**config.mk**
```make
export PLATFORM = sky130hd
export DESIGN_NAME = morton_cell_neighbour_enumerator
export DESIGN_NICKNAME = d
export VERILOG_FILES = /design/src/rtl/core/mcne_pkg.sv /design/src/rtl/core/morton_cell_neighbour_enumerator.sv /design/src/rtl/core/mcne_front.sv /design/src/rtl/core/mcne_queue.sv /design/src/rtl/core/mcne_back.sv
export SDC_FILE = /design/constraint.sdc
export NUM_CORES = 1
export LEC_CHECK = 0
export BUFFER_PORTS_ARGS = -buffer_cell sky130_fd_sc_hd__buf_2
export CORE_MARGIN = 2
export CORE_UTILIZATION = 66
export DETAILED_ROUTE_END_ITERATION = 10
export PLACE_DENSITY_LB_ADDON = 0.12
export REMOVE_ABC_BUFFERS = 1
export SLEW_MARGIN = 20
export SYNTH_ARGS = -nofsm -noshare
export SYNTH_HDL_FRONTEND = slang
export SYNTH_SLANG_ARGS = --single-unit
export TNS_END_PERCENT = 20
```
**constraint.sdc**
```tcl
create_clock -name clk -period 16.55 [get_ports clk]
set_input_delay 0.8275 -clock clk [delete_from_list [all_inputs] [get_ports clk]]
set_output_delay 0.8275 -clock clk [all_outputs]
set_load 0.05 [all_outputs]
```
**src/rtl/core/mcne_pkg.sv**
```systemverilog
package mcne_pkg;

    localparam int DIMENSIONS = 3;
    localparam int MAX_LEVEL  = 10;
    localparam int NUM_AXES   = 3;
    localparam int IDX_W      = 30;
    localparam int LVL_W      = 4;
    localparam int COORD_W    = MAX_LEVEL;
    localparam int CNT_W      = 2;
    localparam int SHIFT_W    = 2;
    localparam int QUEUE_DEPTH = 2;
    localparam int QUEUE_PTR_W = $clog2(QUEUE_DEPTH);

    localparam logic [SHIFT_W-1:0] SHIFT_ZERO = 2'b00;
    localparam logic [SHIFT_W-1:0] SHIFT_POS  = 2'b01;
    localparam logic [SHIFT_W-1:0] SHIFT_NEG  = 2'b11;

    localparam logic BOUNDARY_OPEN     = 1'b0;
    localparam logic BOUNDARY_PERIODIC = 1'b1;

    typedef logic [IDX_W-1:0]   idx_t;
    typedef logic [COORD_W-1:0] coord_t;
    typedef logic [CNT_W-1:0]   cnt_t;
    typedef logic [SHIFT_W-1:0] shift_t;

    typedef struct packed {
        idx_t [2:0]   spread;
        shift_t [2:0] shift;
        cnt_t         cnt;
    } axis_desc_t;

    typedef struct packed {
        axis_desc_t [NUM_AXES-1:0] axis;
    } item_desc_t;

    typedef struct packed {
        logic empty;
        logic full;
    } q_status_t;

    function automatic coord_t axis_coord(idx_t ci, int axis);
        coord_t pos;
        pos = '0;
        for (int b = 0; b < COORD_W; b++)
        begin
            if (DIMENSIONS * b + axis < IDX_W)
            begin
                pos[b] = ci[DIMENSIONS * b + axis];
            end
        end
        return pos;
    endfunction

    function automatic idx_t axis_spread(coord_t pos, int axis);
        idx_t v;
        v = '0;
        for (int b = 0; b < COORD_W; b++)
        begin
            if (DIMENSIONS * b + axis < IDX_W)
            begin
                v[DIMENSIONS * b + axis] = pos[b];
            end
        end
        return v;
    endfunction

endpackage

```
**src/rtl/core/morton_cell_neighbour_enumerator.sv**
```systemverilog
// An item accepted into an idle block passes the item queue and cur_reg before its first result is registered.
// One result per cycle while out_ready does not stall the output register; an item yields
// 27 results in periodic mode and 8 to 27 in open mode.
// Input and result sides run decoupled through a two-entry item queue.
// Reset: rst_n clears the queue, sequencer and output valid; boundary_mode resets to periodic.
module morton_cell_neighbour_enumerator
(
    input  logic                       clk,
    input  logic                       rst_n,
    input  logic                       cfg_we,
    input  logic                       cfg_wdata,
    input  logic                       in_valid,
    output logic                       in_ready,
    input  logic [29:0]                cell_key,
    input  logic [3:0]                 level,
    output logic                       out_valid,
    input  logic                       out_ready,
    output logic [29:0]                neighbour_index,
    output logic signed [1:0]          shift_axis0,
    output logic signed [1:0]          shift_axis1,
    output logic signed [1:0]          shift_axis2,
    output logic                       last
);

    mcne_pkg::q_status_t  q_status;
    mcne_pkg::item_desc_t push_desc;
    mcne_pkg::item_desc_t pop_desc;
    logic                 push;
    logic                 pop;
    mcne_pkg::shift_t     sh0;
    mcne_pkg::shift_t     sh1;
    mcne_pkg::shift_t     sh2;

    mcne_front u_front
    (
        .clk       (clk),
        .rst_n     (rst_n),
        .cfg_we    (cfg_we),
        .cfg_wdata (cfg_wdata),
        .in_valid  (in_valid),
        .in_ready  (in_ready),
        .cell_key  (cell_key),
        .level     (level),
        .q_status  (q_status),
        .push      (push),
        .push_desc (push_desc)
    );

    mcne_queue u_queue
    (
        .clk      (clk),
        .rst_n    (rst_n),
        .push     (push),
        .push_desc(push_desc),
        .pop      (pop),
        .pop_desc (pop_desc),
        .q_status (q_status)
    );

    mcne_back u_back
    (
        .clk            (clk),
        .rst_n          (rst_n),
        .q_status       (q_status),
        .pop_desc       (pop_desc),
        .pop            (pop),
        .out_valid      (out_valid),
        .out_ready      (out_ready),
        .neighbour_index(neighbour_index),
        .shift_axis0    (sh0),
        .shift_axis1    (sh1),
        .shift_axis2    (sh2),
        .last           (last)
    );

    assign shift_axis0 = $signed(sh0);
    assign shift_axis1 = $signed(sh1);
    assign shift_axis2 = $signed(sh2);

endmodule

```
**src/rtl/core/mcne_front.sv**
```systemverilog
module mcne_front
(
    input  logic                   clk,
    input  logic                   rst_n,
    input  logic                   cfg_we,
    input  logic                   cfg_wdata,
    input  logic                   in_valid,
    output logic                   in_ready,
    input  mcne_pkg::idx_t         cell_key,
    input  logic [mcne_pkg::LVL_W-1:0] level,
    input  mcne_pkg::q_status_t    q_status,
    output logic                   push,
    output mcne_pkg::item_desc_t   push_desc
);

    logic                         boundary_mode_reg;
    logic [mcne_pkg::LVL_W-1:0]   lev_sat;
    mcne_pkg::coord_t             top;
    mcne_pkg::coord_t             coord_all_ones;

    always_ff @(posedge clk or negedge rst_n)
    begin
        if (!rst_n)
        begin
            boundary_mode_reg <= mcne_pkg::BOUNDARY_PERIODIC;
        end
        else if (cfg_we)
        begin
            boundary_mode_reg <= cfg_wdata;
        end
    end

    assign in_ready = !q_status.full;
    assign push     = in_valid && in_ready;
    assign coord_all_ones = '1;

    always_comb
    begin
        if (level == '0)
        begin
            lev_sat = mcne_pkg::LVL_W'(1);
        end
        else if (32'(level) > mcne_pkg::MAX_LEVEL)
        begin
            lev_sat = mcne_pkg::LVL_W'(mcne_pkg::MAX_LEVEL);
        end
        else
        begin
            lev_sat = level;
        end
        top = ~(coord_all_ones << lev_sat);
    end

    always_comb
    begin
        mcne_pkg::coord_t p;
        mcne_pkg::coord_t pm;
        mcne_pkg::coord_t pp;
        push_desc = '0;
        for (int a = 0; a < mcne_pkg::NUM_AXES; a++)
        begin
            p  = mcne_pkg::axis_coord(cell_key, a) & top;
            pm = p - mcne_pkg::COORD_W'(1);
            pp = p + mcne_pkg::COORD_W'(1);
            push_desc.axis[a].shift = {3{mcne_pkg::SHIFT_ZERO}};
            if (a >= mcne_pkg::DIMENSIONS)
            begin
                push_desc.axis[a].cnt = mcne_pkg::CNT_W'(1);
            end
            else if (boundary_mode_reg == mcne_pkg::BOUNDARY_PERIODIC)
            begin
                push_desc.axis[a].spread[0] = mcne_pkg::axis_spread(pm & top, a);
                push_desc.axis[a].spread[1] = mcne_pkg::axis_spread(p, a);
                push_desc.axis[a].spread[2] = mcne_pkg::axis_spread(pp & top, a);
                push_desc.axis[a].shift[0]  = (p == '0) ? mcne_pkg::SHIFT_NEG
                                                        : mcne_pkg::SHIFT_ZERO;
                push_desc.axis[a].shift[2]  = (p == top) ? mcne_pkg::SHIFT_POS
                                                         : mcne_pkg::SHIFT_ZERO;
                push_desc.axis[a].cnt       = mcne_pkg::CNT_W'(3);
            end
            else if (p == '0)
            begin
                push_desc.axis[a].spread[0] = '0;
                push_desc.axis[a].spread[1] = mcne_pkg::axis_spread(mcne_pkg::COORD_W'(1), a);
                push_desc.axis[a].cnt       = mcne_pkg::CNT_W'(2);
            end
            else if (p == top)
            begin
                push_desc.axis[a].spread[0] = mcne_pkg::axis_spread(p, a);
                push_desc.axis[a].spread[1] = mcne_pkg::axis_spread(pm, a);
                push_desc.axis[a].cnt       = mcne_pkg::CNT_W'(2);
            end
            else
            begin
                push_desc.axis[a].spread[0] = mcne_pkg::axis_spread(pm, a);
                push_desc.axis[a].spread[1] = mcne_pkg::axis_spread(p, a);
                push_desc.axis[a].spread[2] = mcne_pkg::axis_spread(pp, a);
                push_desc.axis[a].cnt       = mcne_pkg::CNT_W'(3);
            end
        end
    end

endmodule

```
**src/rtl/core/mcne_queue.sv**
```systemverilog
module mcne_queue
(
    input  logic                 clk,
    input  logic                 rst_n,
    input  logic                 push,
    input  mcne_pkg::item_desc_t push_desc,
    input  logic                 pop,
    output mcne_pkg::item_desc_t pop_desc,
    output mcne_pkg::q_status_t  q_status
);

    mcne_pkg::item_desc_t mem [mcne_pkg::QUEUE_DEPTH];
    logic [mcne_pkg::QUEUE_PTR_W-1:0] wr_ptr_reg, wr_ptr_next;
    logic [mcne_pkg::QUEUE_PTR_W-1:0] rd_ptr_reg, rd_ptr_next;
    logic [mcne_pkg::QUEUE_PTR_W:0]   count_reg, count_next;
    logic                 do_push;
    logic                 do_pop;

    assign q_status.empty = (count_reg == '0);
    assign q_status.full  = (count_reg == (mcne_pkg::QUEUE_PTR_W+1)'(mcne_pkg::QUEUE_DEPTH));
    assign do_push = push && !q_status.full;
    assign do_pop  = pop && !q_status.empty;
    assign pop_desc = mem[rd_ptr_reg];

    always_comb
    begin
        wr_ptr_next = wr_ptr_reg;
        rd_ptr_next = rd_ptr_reg;
        count_next  = count_reg;
        if (do_push)
        begin
            wr_ptr_next = (32'(wr_ptr_reg) == mcne_pkg::QUEUE_DEPTH - 1) ? '0
                                                                         : wr_ptr_reg + 1'b1;
        end
        if (do_pop)
        begin
            rd_ptr_next = (32'(rd_ptr_reg) == mcne_pkg::QUEUE_DEPTH - 1) ? '0
                                                                         : rd_ptr_reg + 1'b1;
        end
        if (do_push && !do_pop)
        begin
            count_next = count_reg + 1'b1;
        end
        else if (do_pop && !do_push)
        begin
            count_next = count_reg - 1'b1;
        end
    end

    always_ff @(posedge clk or negedge rst_n)
    begin
        if (!rst_n)
        begin
            wr_ptr_reg <= '0;
            rd_ptr_reg <= '0;
            count_reg  <= '0;
        end
        else
        begin
            wr_ptr_reg <= wr_ptr_next;
            rd_ptr_reg <= rd_ptr_next;
            count_reg  <= count_next;
        end
    end

    always_ff @(posedge clk)
    begin
        if (do_push)
        begin
            mem[wr_ptr_reg] <= push_desc;
        end
    end

endmodule

```
**src/rtl/core/mcne_back.sv**
```systemverilog
module mcne_back
(
    input  logic                 clk,
    input  logic                 rst_n,
    input  mcne_pkg::q_status_t  q_status,
    input  mcne_pkg::item_desc_t pop_desc,
    output logic                 pop,
    output logic                 out_valid,
    input  logic                 out_ready,
    output mcne_pkg::idx_t       neighbour_index,
    output mcne_pkg::shift_t     shift_axis0,
    output mcne_pkg::shift_t     shift_axis1,
    output mcne_pkg::shift_t     shift_axis2,
    output logic                 last
);

    logic                 busy_reg, busy_next;
    mcne_pkg::item_desc_t cur_reg, cur_next;
    mcne_pkg::cnt_t       j_reg  [mcne_pkg::NUM_AXES];
    mcne_pkg::cnt_t       j_next [mcne_pkg::NUM_AXES];
    logic                 out_valid_reg, out_valid_next;
    mcne_pkg::idx_t       index_reg;
    mcne_pkg::shift_t     shift_reg [mcne_pkg::NUM_AXES];
    logic                 last_reg;

    logic [mcne_pkg::NUM_AXES-1:0] at_max;
    logic                 res_last;
    mcne_pkg::idx_t       res_index;
    mcne_pkg::shift_t     res_shift [mcne_pkg::NUM_AXES];
    logic                 out_free;
    logic                 emit;

    always_comb
    begin
        res_index = '0;
        for (int a = 0; a < mcne_pkg::NUM_AXES; a++)
        begin
            at_max[a]    = (j_reg[a] == cur_reg.axis[a].cnt - 1'b1);
            res_index    = res_index | cur_reg.axis[a].spread[j_reg[a]];
            res_shift[a] = cur_reg.axis[a].shift[j_reg[a]];
        end
        res_last = &at_max;
    end

    assign out_free = !out_valid_reg || out_ready;
    assign emit     = busy_reg && out_free;
    assign pop      = !q_status.empty && (!busy_reg || (emit && res_last));

    always_comb
    begin
        logic carry;
        busy_next = busy_reg;
        cur_next  = cur_reg;
        carry     = 1'b1;
        for (int a = 0; a < mcne_pkg::NUM_AXES; a++)
        begin
            j_next[a] = j_reg[a];
        end
        if (pop)
        begin
            busy_next = 1'b1;
            cur_next  = pop_desc;
            for (int a = 0; a < mcne_pkg::NUM_AXES; a++)
            begin
                j_next[a] = '0;
            end
        end
        else if (emit && res_last)
        begin
            busy_next = 1'b0;
        end
        else if (emit)
        begin
            for (int a = 0; a < mcne_pkg::NUM_AXES; a++)
            begin
                if (carry)
                begin
                    if (at_max[a])
                    begin
                        j_next[a] = '0;
                    end
                    else
                    begin
                        j_next[a] = j_reg[a] + 1'b1;
                        carry     = 1'b0;
                    end
                end
            end
        end
        if (emit)
        begin
            out_valid_next = 1'b1;
        end
        else if (out_ready)
        begin
            out_valid_next = 1'b0;
        end
        else
        begin
            out_valid_next = out_valid_reg;
        end
    end

    always_ff @(posedge clk or negedge rst_n)
    begin
        if (!rst_n)
        begin
            busy_reg      <= 1'b0;
            out_valid_reg <= 1'b0;
            for (int a = 0; a < mcne_pkg::NUM_AXES; a++)
            begin
                j_reg[a] <= '0;
            end
        end
        else
        begin
            busy_reg      <= busy_next;
            out_valid_reg <= out_valid_next;
            for (int a = 0; a < mcne_pkg::NUM_AXES; a++)
            begin
                j_reg[a] <= j_next[a];
            end
        end
    end

    always_ff @(posedge clk)
    begin
        cur_reg <= cur_next;
        if (emit)
        begin
            index_reg <= res_index;
            last_reg  <= res_last;
            for (int a = 0; a < mcne_pkg::NUM_AXES; a++)
            begin
                shift_reg[a] <= res_shift[a];
            end
        end
    end

    assign out_valid       = out_valid_reg;
    assign neighbour_index = index_reg;
    assign shift_axis0     = shift_reg[0];
    assign shift_axis1     = shift_reg[1];
    assign shift_axis2     = shift_reg[2];
    assign last            = last_reg;

endmodule

```
After elaboration in Yosys (flattened, before gate mapping)
Memory sizes are Yosys's and may differ from the RTL's. A register that Yosys moved wholly into a read port is not among the register bits.
Cells that the tools add are included.
Storage, ports and cells
  memories: 2
  bits in writable memories: 582
  register bits after elaboration: 50
  output and inout port bits: 39
  input port bits: 40
  word-level logic and storage cells: 167
Operators by class
  $lt $le $gt $ge: 4
  add/sub/neg operators: 16
  reductions and logical operators: 31
  bitwise operators: 12
  shift-type cells: 1
  multiplexer cells: 79
  equal/unequal tests: 8
Memory list
  u_queue.mem: words 2, width 288, read ports 1, clocked after memory_dff 1, wr ports 1, RTL line mcne_queue.sv:12  | mcne_pkg::item_desc_t mem [mcne_pkg::QUEUE_DEPTH];
  u_back.shift_reg: words 3, width 2, read ports 3, clocked after memory_dff 0, wr ports 3, RTL line mcne_back.sv:23  | mcne_pkg::shift_t shift_reg [mcne_pkg::NUM_AXES];
Operators with widths (number)
  $mux 90: 3
  $mux 60: 4
  $bmux 30 s2: 3
  $mux 30: 5
  $and 10x10->10: 9
  $or 30x30->30: 2
  $mux 59: 1
  $mux 29: 2
  $mux 58: 1
  $mux 28: 2
  $mux 2: 25
  $add 10x1->10 const B: 3
  $eq 10x10->1: 3
  $logic_not 10->1: 3
  $sub 10x1->10 const B: 3
  $mux 1: 25
  $mux 6: 3
  $bmux 2 s2: 3
  $reduce_bool 2->1: 6
  $not 10->10: 1
  $shl 10x4->10 const A: 1
  $lt 2x3->1 const B: 3
  $reduce_and 3->1: 3
  $add 2x1->2 const B: 4
  13 further kinds: 33

Logic depth before layout (Yosys ltp)
  word-level depth: 15
  depth in mapped cells: 11
  gate-level depth less buffers: 9

Modules after synthesis
From an unflattened synthesis, not the netlist that was laid out.
Second synthesis, totals
  cell total of the unflattened synthesis: 2270
  area, all modules: 38539.5 um2
By module, submodules not included
  mcne_queue: area each 21585.7 um2, cells an instance 934, sequential area each 17757.0 um2, times used 1
  mcne_back: area each 12514.5 um2, cells an instance 652, sequential area each 10139.7 um2, times used 1
  mcne_front: area each 4439.3 um2, cells an instance 684, sequential area each 26.3 um2, times used 1

Least setup slack after synthesis
OpenSTA, ideal clock, no wires.
  path type: register -> register
  start point: reg u_queue.count_reg[0] (netlist bit)
  end point: mem u_queue.mem[0][0] (netlist bit), enable pin
  data arrival time: 5.199 ns
  clock period less this slack: 5.757 ns
  library setup time: 0.558 ns
  setup slack: 10.793 ns
  cell stages (with the launch flop): 4
  data required time: 15.992 ns
  path buffers: 0
  path through: dfrtp_1 > nand2b_1 > nand2_1 > nor2_1
Between the ends
  longest elaborated chain between the ends: 6
Ends and longest elaborated chain
  start, declared: RTL line mcne_queue.sv:15  | logic [mcne_pkg::QUEUE_PTR_W:0] count_reg, count_next;
  start signal, assigned: RTL line mcne_queue.sv:62  | count_reg <= count_next;
  $eq 2x2->1 (*): RTL line mcne_queue.sv:20  | assign q_status.full = (count_reg == (mcne_pkg::QUEUE_PTR_W+1)'(mcne_pkg::QUEUE_DEPTH));
  $logic_not 1->1 (*): RTL line mcne_front.sv:33  | assign in_ready = !q_status.full;
  net in_ready: RTL line morton_cell_neighbour_enumerator.sv:13  | output logic in_ready,
  $logic_and 1x1->1: RTL line mcne_front.sv:34  | assign push = in_valid && in_ready;
  $logic_and 1x1->1 (*): RTL line mcne_queue.sv:21  | assign do_push = push && !q_status.full;
  $mux 1 (*): RTL line mcne_queue.sv:68  | if (do_push)
  $mux 1 (not written as such) (*): RTL line mcne_queue.sv:70  | mem[wr_ptr_reg] <= push_desc;
  end, declared: RTL line mcne_queue.sv:12
The timed path passes the listed nets; every way through them passes the cells marked *.

Worst setup path after layout
  start point: reg u_back.j_reg[5] (netlist bit)
  end point: reg u_back.cur_reg[20] (netlist name)
Between the ends
  longest elaborated chain between the ends: 5
Ends and longest elaborated chain
  start, declared: RTL line mcne_back.sv:19  | mcne_pkg::cnt_t j_reg [mcne_pkg::NUM_AXES];
  start signal, assigned by index: RTL line mcne_back.sv:121  | j_reg[a] <= j_next[a];
  $eq 2x2->1: RTL line mcne_back.sv:38  | at_max[a] = (j_reg[a] == cur_reg.axis[a].cnt - 1'b1);
  $reduce_and 3->1: RTL line mcne_back.sv:42  | res_last = &at_max;
  net u_back.res_last: RTL line mcne_back.sv:27  | logic res_last;
  $logic_and 1x1->1: RTL line mcne_back.sv:47  | assign pop = !q_status.empty && (!busy_reg || (emit && res_last));
  $logic_or 1x1->1: RTL line mcne_back.sv:47
  $logic_and 1x1->1: RTL line mcne_back.sv:47
  net pop: RTL line morton_cell_neighbour_enumerator.sv:29  | logic pop;
The timed path passes the listed nets, and every way through them passes these cells.
A chain may end at the register's enable or synchronous reset.

==> impl_results.md <==
- Status: complete, no violations
- Max frequency: 245 MHz
- Worst path max stage delay: 0.79 ns
- Worst-skew pair later-pin latency: roughly 0.53 ns
- Cell Area, Synth: 15600 µm²
- Clock Path Buffers: 3
- # resized after CTS: 0
- Avg Inst Size Synth: around 14 µm²
- Area Growth Syn to Fin: 11.0%
- Setup TNS: 0 ns
- Max FFs per register: a little under 200
- First DRT Iteration DRCs: about 1.3k
- CP required: between 15 and 20 ns
- Number of synthesized flops with an enable pin: about 330
- DRC errors left: 0
- Core area: around 23000 µm²
- IO Port Bufs: a little under 80
- Worst Max-Slew Pin Slew: between 1 and 1.5 ns
- CTS clk-pin slew, worst paths: roughly 0.06 ns
- CTS Buf Count: 36
- Row count: 56
- Final Hold Fails: 0
- Die X: about 160 µm
- Fin crit period: about 4.1 ns
- Leakage: approximately 0.0061 µW
- Global-route wire length before repair: 55100 µm
- Slew headroom: 0.263
- Clock Sinks: 347
- # hold bufs at CTS: 0
- Ant diodes: 0
- Initial core utilization: 0.668
- Via-to-Cell Ratio: 6.36
- IO Pins: 79
- Final setup viols: 0
- Die height: 158 µm
- Setup ws final: between 10 and 15 ns
- Synth warnings: 0
- WL final: 36200 µm
- Top FF cell, synth: edfxtp_1
- Fin crit share: 0.247
- Crit path max fanout: 64
- Hold Crit Class: primary input to asynchronous set/reset pin
- Post-synth cell types: 74
- Congestion Overflow GR: 0
- Worst Setup End Kind: flop
- RSZ-0062 raised after global routing: no
- CTS tree: done
- Max-slew violation count: 0
- Crit path DAT: 4.22 ns
- RePlAce Congestion: 0.954
- Crit path cell chain: or3b_2, a222oi_1, a21o_1, nand2_1, inv_4, buf_4
- Crit Path Class: flop to flop
- Flops & latches, synth: between 300 and 400
- CTS Root Cell: clkbuf_16
- FFs w/ async S/R, synth: 0.0375
- Hpwl dp: about 24000 µm
- Die ar.: approximately 25000 µm²
- Largest net degree at the start of global routing: between 60 and 70
- Worst Skew: 0.0228 ns
- VDD IR max: ~0.00013 V
- Sequential fraction of the synthesis area: 0.664
- Via count: just under 10k
- Setup Slack @ Placement: 12.51 ns
- Post-Syn Instances: about 1.1k
- Crit path launch type: flop
- Post-CTS setup repair buffer count: 0
- Fin nets: between 1k and 1.5k
- Initial antenna violation count: 0
- Number of max-cap violations: 0
- Routed WL per cell: ~23 µm
- Slowest-stage cell, CP: dfrtp_1
- CTS H-Tree Depth: 2
- Vias in the first global route: between 9k and 10k
- GRT Total Usage: 0.297
- Initial DRT Pass Iterations: 5
- Final antenna-violating net count: 0
- Total chip power: roughly 2700 µW
- Power Density: about 150 nW/µm²
- Fraction of layout cells with a size suffix above 1: 0.215
-- through the flow --
step | hold WS, ns | util | cell area, µm² | instances
3_5_place_dp | 0.496 | 0.694 | 16200 | 1491
6_report | 0.215 | 0.741 | 17300 | 1553
2_1_floorplan | 0.446 | - | 15300 | 1080
4_1_cts | 0.209 | 0.741 | 17300 | 1553
5_1_grt | 0.218 | 0.741 | 17300 | 1553
3_3_place_gp | 0.487 | 0.694 | 16200 | 1491
-- final timing paths --
path	startpoint	to	slack (ns)	cells after the start
setup / recovery	u_back.j_reg[5]$_DFFE_PN0P_	u_back.cur_reg[20]$_DFFE_PP_	12.46	6
hold / removal	rst_n	u_back.out_valid$_DFFE_PN0P_	0.22	1
setup reg to reg	u_back.j_reg[5]$_DFFE_PN0P_	u_back.cur_reg[20]$_DFFE_PP_	12.46	6
hold reg to reg	u_back.cur_reg[293]$_DFFE_PP_	u_back.neighbour_index[29]$_DFFE_PP_	0.52	2
max in group asynchronous	rst_n	u_front.boundary_mode_reg$_DFFE_PN1P_	16.03	1
min in group clk	cfg_we	u_front.boundary_mode_reg$_DFFE_PN1P_	0.46	2
-- synthesized netlist by cell type, types with 10 or more instances --
| cell type | n | area [µm²] |
|---|---|---|
| buf_2 | 11 | 55.1 |
| a22oi_1 | 10 | 75.1 |
| nor3_1 | 21 | 105 |
| o211ai_1 | 10 | 75.1 |
| and3_1 | 10 | 62.6 |
| nor2b_1 | 12 | 75.1 |
| nand2_1 | 115 | 432 |
| nand3_1 | 26 | 130 |
| o22ai_1 | 11 | 68.8 |
| mux2i_1 | 31 | 310 |
| a21oi_1 | 38 | 190 |
| or3_1 | 10 | 62.6 |
| clkbuf_1 | 47 | 176 |
| nor2_1 | 65 | 244 |
| mux2_2 | 102 | 1150 |
| ha_1 | 13 | 163 |
| o21ai_0 | 57 | 285 |
| xnor2_1 | 21 | 184 |
| dfrtp_1 | 12 | 300 |
| edfxtp_1 | 334 | 10000 |
| a211oi_1 | 11 | 82.6 |
| inv_1 | 36 | 135 |
-- power by group --
| group | internal [µW] | total [µW] | switching (µW) |
|---|---|---|---|
| Clock | 450 | 769 | 319 |
| Sequential | 1200 | 1280 | 80.5 |
| Combinational | 215 | 603 | 388 |
-- cell type report --
type / instances / area, µm²
clock buffers: 42 / 933
clock inverters: 20 / 181
fillers: 1498 / 6030
inverters: 38 / 145
multi-input cells: 695 / 4780
flip-flops and latches: 347 / 10400
well taps: 319 / 399
repair buffers: 92 / 495
-- cells by family (layout without fill, tap and decap cells) --
logic type | Yosys count | after routing | share of synthesized area
AO/OA/AOI/OAI | 208 | 208 | 0.0896
XOR/XNOR | 30 | 30 | 0.0169
adder cells (fa/ha/maj) | 14 | 14 | 0.0111
buffers and inverters | 107 | 192 | 0.0300
flip-flops | 347 | 347 | 0.664
multiplexers | 133 | 133 | 0.0936
AND/OR/NAND/NOR | 310 | 310 | 0.0943
-- cells in the final DEF (no fill, tap or decap), drive strengths merged, types with 13 or more instances in the layout --
| master | instances |
|---|---|
| o21ai | 60 |
| nor3 | 21 |
| xnor2 | 21 |
| inv | 39 |
| clkbuf | 42 |
| buf | 92 |
| mux2 | 102 |
| nand2 | 115 |
| clkinv | 15 |
| nand3 | 26 |
| ha | 13 |
| a21oi | 41 |
| nor2 | 66 |
| mux2i | 31 |
| edfxtp | 334 |
-- routing by layer --
metal,share of wire,track usage
met5,0,0
met4,0.027,0.0957
met3,0.075,0.0553
met2,0.48,0.469
met1,0.42,0.423
-- critical path, delay by kind of cell (launching register included) --
kind / cells / cell delay (ns)
AOI/OAI and AO/OA: 2 / 0.80
buffers and inverters: 2 / 1.18
DFF: 1 / 0.79
and+or+nand+nor: 2 / 0.87
(Power assumes the default switching activity.)
